**config.mk**
```make
export PLATFORM = sky130hd
export DESIGN_NAME = bde_ctrl
export DESIGN_NICKNAME = d
export VERILOG_FILES = /design/src/hw/rtl/bde_pkg.sv /design/src/hw/rtl/bde_ctrl.sv
export SDC_FILE = /design/constraint.sdc
export NUM_CORES = 1
export LEC_CHECK = 0
export BUFFER_PORTS_ARGS = -buffer_cell sky130_fd_sc_hd__buf_2
export CAP_MARGIN = 10
export CORE_AREA = 5 5 42 44
export DETAILED_ROUTE_END_ITERATION = 7
export DIE_AREA = 0 0 47 49
export PLACE_DENSITY = 0.48
export SLEW_MARGIN = 40
export SYNTH_ARGS = -nofsm -noshare
export SYNTH_HDL_FRONTEND = slang
export SYNTH_SLANG_ARGS = --single-unit
```
**constraint.sdc**
```tcl
create_clock -name clk_i -period 1.15 [get_ports clk_i]
set_input_delay 0.23 -clock clk_i [delete_from_list [all_inputs] [get_ports clk_i]]
set_output_delay 0.23 -clock clk_i [all_outputs]
set_load 0.05 [all_outputs]
```
**src/hw/rtl/bde_pkg.sv**
```systemverilog
// shared types for the bounded deque engine
// command and status codes, controller to datapath command struct, datapath to controller status struct
`default_nettype none

package bde_pkg;

  localparam int unsigned DEPTH_DEF     = 256;
  localparam int unsigned WORD_BITS_DEF = 32;

  localparam int unsigned CMD_BITS    = 3;
  localparam int unsigned VALUE_BITS  = 32;
  localparam int unsigned POS_BITS    = 8;
  localparam int unsigned COUNT_BITS  = 9;
  localparam int unsigned STATUS_BITS = 2;

  typedef enum logic [CMD_BITS-1:0] {
    CMD_PUSH_FRONT = 3'd0,
    CMD_PUSH_BACK  = 3'd1,
    CMD_POP_FRONT  = 3'd2,
    CMD_POP_BACK   = 3'd3,
    CMD_READ       = 3'd4,
    CMD_CONTAINS   = 3'd5
  } cmd_e;

  typedef enum logic [STATUS_BITS-1:0] {
    ST_OK    = 2'd0,
    ST_EMPTY = 2'd1,
    ST_RANGE = 2'd2,
    ST_FULL  = 2'd3
  } status_e;

  typedef struct packed {
    logic load;
    logic exec;
    logic scan;
    logic finish;
  } dp_cmd_t;

  typedef struct packed {
    cmd_e cmd;
    logic empty;
    logic range_err;
    logic scan_done;
    logic out_free;
  } dp_stat_t;

endpackage

`default_nettype wire

```
**src/hw/rtl/bde_ctrl.sv**
```systemverilog
// sequencing state machine for the bounded deque engine
// depends on bde_pkg; drives the datapath through dp_cmd_t, reads dp_stat_t
`default_nettype none

module bde_ctrl (
  input  wire              clk_i,
  input  wire              rst_ni,
  input  wire              in_valid_i,
  output logic             in_stall_o,
  output bde_pkg::dp_cmd_t cmd_o,
  input  bde_pkg::dp_stat_t stat_i
);
  import bde_pkg::*;

  typedef enum logic [2:0] {
    S_IDLE,
    S_EXEC,
    S_WAIT,
    S_SCAN,
    S_DONE
  } state_e;

  state_e state_q, state_d;

  always_comb begin
    state_d = state_q;
    cmd_o   = '0;
    unique case (state_q)
      S_IDLE: begin
        if (in_valid_i) begin
          cmd_o.load = 1'b1;
          state_d    = S_EXEC;
        end
      end
      S_EXEC: begin
        cmd_o.exec = 1'b1;
        case (stat_i.cmd)
          CMD_POP_FRONT, CMD_POP_BACK: state_d = stat_i.empty ? S_DONE : S_WAIT;
          CMD_READ:                    state_d = stat_i.range_err ? S_DONE : S_WAIT;
          CMD_CONTAINS:                state_d = S_SCAN;
          default:                     state_d = S_DONE;
        endcase
      end
      S_WAIT: begin
        state_d = S_DONE;
      end
      S_SCAN: begin
        cmd_o.scan = 1'b1;
        if (stat_i.scan_done) begin
          state_d = S_DONE;
        end
      end
      S_DONE: begin
        if (stat_i.out_free) begin
          cmd_o.finish = 1'b1;
          state_d      = S_IDLE;
        end
      end
      default: begin
        state_d = S_IDLE;
      end
    endcase
  end

  always_ff @(posedge clk_i or negedge rst_ni) begin
    if (!rst_ni) begin
      state_q <= S_IDLE;
    end else begin
      state_q <= state_d;
    end
  end

  assign in_stall_o = (state_q != S_IDLE);

endmodule

`default_nettype wire

```
==> results of run 1 <==
## synth_stat cells (all sizes together)
cell and number:
or2b 1, inv 1, and3 3, a22o 1
o31ai 1, a31oi 2, dfrtp 3, nand3b 1
buf 1, nand2b 1, o2111a 1, or4b 1
nor2b 1, nor4b 1, nand2 5, nor2 3
## cell families after synthesis
kind of cell | count (synthesis)
compound gates | 5
buf+inv | 2
flops | 3
simple gates | 17
## worst max-delay path: stages (launching register included)
cell	delay [ns]
dfrtp_2	0.43
nor2_4	0.13
and3_4	0.19
buf_8	0.14
## routing by layer
| metal | up-vias | wire length (um) | global-route usage, % |
|---|---|---|---|
| met5 | - | 0 | 0 |
| met4 | 0 | 0 | 6.912 |
| met3 | 0 | 44 | 1.107 |
| met2 | 10 | 377 | 11.76 |
| met1 | 129 | 331 | 8.869 |
| li1 | 156 | - | - |
## power by group through the flow
| stage | combinational (mW) | clock, mW | sequential, mW |
|---|---|---|---|
| floorplan | 0.414 | 0 | 0.178 |
| finish | 0.799 | 0.187 | 0.187 |
| detailed placement | 0.638 | 0 | 0.194 |
| CTS | 0.793 | 0.199 | 0.188 |
| global route | 0.851 | 0.211 | 0.195 |
| global placement | 0.635 | 0 | 0.195 |
## final cells by class
cell class / instances / area [um^2] / share of cell area (%)
inverters: 1 / 3.754 / 0.7732
flip-flops and latches: 3 / 77.57 / 15.98
repair buffers: 25 / 193.9 / 39.95
clock buffers: 4 / 26.28 / 5.412
well taps: 16 / 20.02 / 4.124
multi-input cells: 22 / 163.9 / 33.76
## timing repair
item	4_1_cts	5_1_grt
cloned	0	0
resized for setup	15	1
setup endpoints to repair	6	7
buffers inserted	2	0
hold endpoints to repair	3	0
pin swaps	3	1
hold buffers	1	0
## cells in the final DEF (no fill, tap or decap)
cell           count
nor2_4             2
nor2b_1            1
dfrtp_2            2
clkbuf_1           1
dfrtp_1            1
a22o_1             1
and3_4             2
or4b_1             1
nor4b_1            1
or2b_1             1
nand3b_1           1
nand2b_1           1
and3_2             1
buf_4             10
o31ai_1            1
clkbuf_4           3
buf_6              3
buf_8              2
nor2_1             1
buf_2              9
nand2_2            1
a31oi_1            2
o2111a_1           1
inv_2              1
nand2_1            4
dlygate4sd3_1      1
## how the worst max path moves through the flow
stage | start | endpoint | slack (ns)
floorplan | state_q[1] | state_q[0] | 0.009
global placement | state_q[1] | cmd_o[0] | -0.1
detailed placement | state_q[1] | cmd_o[0] | -0.13
CTS | state_q[0] | cmd_o[3] | -0.22
global route | state_q[1] | cmd_o[3] | -0.24
finish | state_q[0] | cmd_o[0] | -0.21
==> metrics, run 1 <==
VDD IR max=1.069 mV; Core ar.=approximately 1400 um^2; Max Clock Skew=0.004337 ns; Clk pwr share=between 15 and 20%; simple-gate area share of the yosys netlist=42.54%; Adder-Cell Fraction of Synth Area=0%; CTS tree=built; Largest regs=state_q x3; final setup fails=6; Total GRT Usage=7.768%; die area=2303 um^2; HP Start=in_valid_i; CP Data Arrival Time=~1.1 ns; Max-Cap Viols=0; final worst slack=-0.2078 ns; Critical Path End Type=primary output; IO buf count=14; final antenna-violating net count=0; Pins Over Slew Limit=0; Slew HR=79.80%; total wire length=~750 um; Post-Syn Instances=27; aggregate global routing overflow=0; number of cells on the worst hold path=3; Pre-antenna DRT Iters=3; final net count=66; largest family of logic cells by synthesized area=simple AND/OR/NAND/NOR gates; number of antenna violations at the first check in global routing=0; FP Rows=14; H-Tree Depth=1; part of the power in combinational logic=68.1%; Biggest register=state_q; post-route cell area=between 400 and 500 um^2; failing checks=negative setup slack; Starting Density=16.16%; clock slew at reported path FFs=0.04 ns; post-synthesis sequential area ratio=between 30% and 40%; status=finished, violations left; worst reg2reg path startpoint=state_q[1]; worst min path class=input port to flop; root buf cell=clkbuf_4; r2r worst-path depth=3; sw frac=a little over two fifths; Tot Pwr=1.174 mW; Avg Inst Size Synth=8.388 um^2; GP Congestion=0.7424; Hold Path Sink=state_q[0]; Seq pwr share=16.0%; largest net degree at the start of global routing=6; Die Span Y=49 um; clock sink count=3; RSZ-0062 raised after global routing=yes; residual DRC count=0; dpl ws=-0.1275 ns; mux cell area share after synthesis=0%; final hold violations=0; fill cell count=165; placed standard-cell area=390.4 um^2; Synth Area in Compound Gates=about 18%; share of layout cells above drive strength 1=65.45%; DRT iter0 DRCs=2; Mapped Area=between 200 and 250 um^2; Ys Warns=0; clk_lat worst skew=between 0.2 and 0.25 ns; ANT cells=0; Post-Synth XOR/XNOR Area=0%; Synth Register Bits=3; area grow syn2layout=114.4%; TritonCTS Buffers=3; DR WL/cell=10.61 um; dpl hpwl=591 um; vias per inst=4.155; I/O pin cnt=15; final hold slack=0.2677 ns; fmax=0.7365 GHz; first-pass GRT wire length=between 1000 and 1500 um; Leakage=around 0.23 nW; Mapped Nets=37; Finished Layout Cells=between 70 and 80; Fin Setup TNS=-1.027 ns; worst-case clock buffer depth=2; PD cells=2419 nW/um^2; Internal=0.6581 mW; chip width=47 um; Util after Layout=34.64%; max FFs per register=3; synth top area cells=dfrtp_1 33%, nand2_1 8.3%, a31oi_1 5.5%; # placed instances=64; Yosys cell types=17; Switch Pwr=0.5160 mW; Final min period=between 1 and 1.5 ns; via count=approximately 300; CP required=0.92 ns; Slew @ Worst Pin=0.2987 ns; R2R Setup Slk=-0.14 ns; Synth area leader=dfrtp_1; CP Class=flop to primary output; number of global-route vias before repair=330; Final Cycle Share=118.1%; CP Launch Type=flop; critical path peak fanout=4; reg2reg end=state_q[0]; Synth top area share=33.15%
Power figures use the tool's default switching activity.
==> run 2: changes to the inputs <==
PLACE_DENSITY = not set   (was 0.48)
PLACE_DENSITY_LB_ADDON = 0.05   (was not set)
==> metrics, run 2 (synthesized netlist as in run 1, its figures left out) <==
number of antenna violations at the first check in global routing=0 (unchanged); CTS tree=built; final setup fails=7 (+1); chip width=47 um (unchanged); HP Start=in_valid_i; RSZ-0062 raised after global routing=yes; Largest regs=state_q x3; area grow syn2layout=103.3%; total wire length=698 um (-7.3%); PD cells=2422 nW/um^2 (+0.14%); commonest non-fill, non-tap cells in the layout=9 x buf_2, 7 x buf_4, 5 x nand2_1, 3 x clkbuf_4, 3 x buf_6; worst reg2reg path startpoint=state_q[0]; Pins Over Slew Limit=0 (unchanged); DR WL/cell=10.26 um (-3.2%); Final Cycle Share=117.8% (-0.24 points); number of global-route vias before repair=324 (-1.8%); final antenna-violating net count=0 (unchanged); TritonCTS Buffers=3 (unchanged); fmax=0.7380 GHz (+0.20%); fill cell count=161 (-2.4%); clock sink count=3 (unchanged); FF+latch area=77.57 um^2 (unchanged); Max Clock Skew=0.001344 ns (-0.002992 ns); Routed met1 length=283 um (-15%); aggregate global routing overflow=0 (unchanged); ANT cells=0 (unchanged); CP Class=flop to primary output; Pre-antenna DRT Iters=3 (unchanged); number of cells on the worst hold path=3 (unchanged); CP required=0.92 ns (about the same); Slew @ Worst Pin=0.2957 ns (-0.003070 ns); IO buf count=14 (unchanged); r2r worst-path depth=4 (+1); Die Span Y=49 um (unchanged); FP Rows=14 (unchanged); Leakage=0.2177 nW (-6.5%); VDD IR max=0.6911 mV (-35%); GP Congestion=0.7085 (-4.6%); critical path peak fanout=5 (+1); largest net degree at the start of global routing=7 (+1); I/O pin cnt=15 (unchanged); Tot Pwr=1.115 mW (-5.0%); Slew HR=80.01% (+0.21 points); CP Data Arrival Time=1.13 ns (about the same); R2R Setup Slk=-0.15 ns (about the same); clock slew at reported path FFs=0.03 ns (about the same); clk_lat worst skew=0.23 ns (about the same); most common cell after layout, fill and taps aside=buf_2; worst-case clock buffer depth=2 (unchanged); final net count=63 (-4.5%); die area=2303 um^2 (unchanged); H-Tree Depth=1 (unchanged); # placed instances=61 (-4.7%); dpl hpwl=595.6 um (+0.78%); residual DRC count=0 (unchanged); Biggest register=state_q; DRT iter0 DRCs=3 (+1); reg2reg end=state_q[0]; failing checks=negative setup slack; CP Launch Type=flop; root buf cell=clkbuf_4; Hold Path Sink=state_q[0]; met2 routed WL=378 um (+0.27%); first-pass GRT wire length=1200 um (-4.4%); via count=289 (-2.0%); Core ar.=1401 um^2 (unchanged); status=finished, violations left; max FFs per register=3 (unchanged); Total GRT Usage=7.410% (-0.36 points); met3 wire len=36 um (-18%); worst min path class=input port to flop; Critical Path End Type=primary output; share of layout cells above drive strength 1=61.54% (-3.9 points); Max-Cap Viols=0 (unchanged); vias per inst=4.250 (+2.3%); final worst slack=-0.2050 ns (+0.002732 ns); multi-input logic area=161.4 um^2 (-1.5%); Top Layer Used=met3; dpl ws=-0.09987 ns (+0.02763 ns); Finished Layout Cells=68 (-4.2%); Starting Density=16.16% (unchanged); Final min period=1.355 ns (-0.002732 ns); final hold violations=0 (unchanged)
## run 2: per-layer routing
layer	up-vias	GRT usage, %
li1	148	-
met1	133	7.301
met2	8	12.22
met3	0	0
met4	0	8.295
met5	-	0
## run 2: layout make-up
cell class | instances | area share [%]
inverters | 1 | 0.8152
well taps | 16 | 4.348
repair buffers | 22 | 37.23
clock buffers | 4 | 5.707
multi-input cells | 22 | 35.05
flip-flops and latches | 3 | 16.85
## run 2: worst max path at each step
stage	startpoint	end	slack, ns	depth (start not counted)
after floorplan	state_q[1]	state_q[0]	0.009	3
after global routing	state_q[0]	in_stall_o	-0.24	4
after global placement	state_q[0]	cmd_o[3]	-0.09	3
final	state_q[0]	cmd_o[0]	-0.21	3
after CTS	state_q[0]	cmd_o[3]	-0.22	3
after detailed placement	state_q[0]	cmd_o[3]	-0.1	3
## run 2: metrics by stage
| stage | area, um^2 | utilization, % | hold slack (ns) | setup TNS (ns) |
|---|---|---|---|---|
| 2_1_floorplan | 251.5 | - | -0.06559 | 0 |
| 3_3_place_gp | 367.9 | 26.25 | 0.02557 | -0.4132 |
| 3_5_place_dp | 367.9 | 26.25 | 0.02619 | -0.3861 |
| 4_1_cts | 452.9 | 32.32 | 0.2708 | -1.033 |
| 5_1_grt | 460.4 | 32.86 | 0.2692 | -1.393 |
| 6_report | 460.4 | 32.86 | 0.2751 | -1.114 |
## run 2: repair_timing
action / in CTS / in global routing
pin swaps: 3 / 2
hold endpoints to repair: 3 / 0
hold buffers: 1 / 0
buffers inserted: 1 / 1
resized for setup: 15 / 0
setup endpoints to repair: 6 / 7
## run 2: worst max-delay path: stages (launching register included)
cell     delay [ns]
dfrtp_2        0.43
nor2_4         0.13
and3_4         0.19
buf_8          0.14
## run 2: power by group
group	switching, mW	internal, mW
sequential	0.0453	0.144
clock	0.0515	0.130
combinational	0.396	0.349
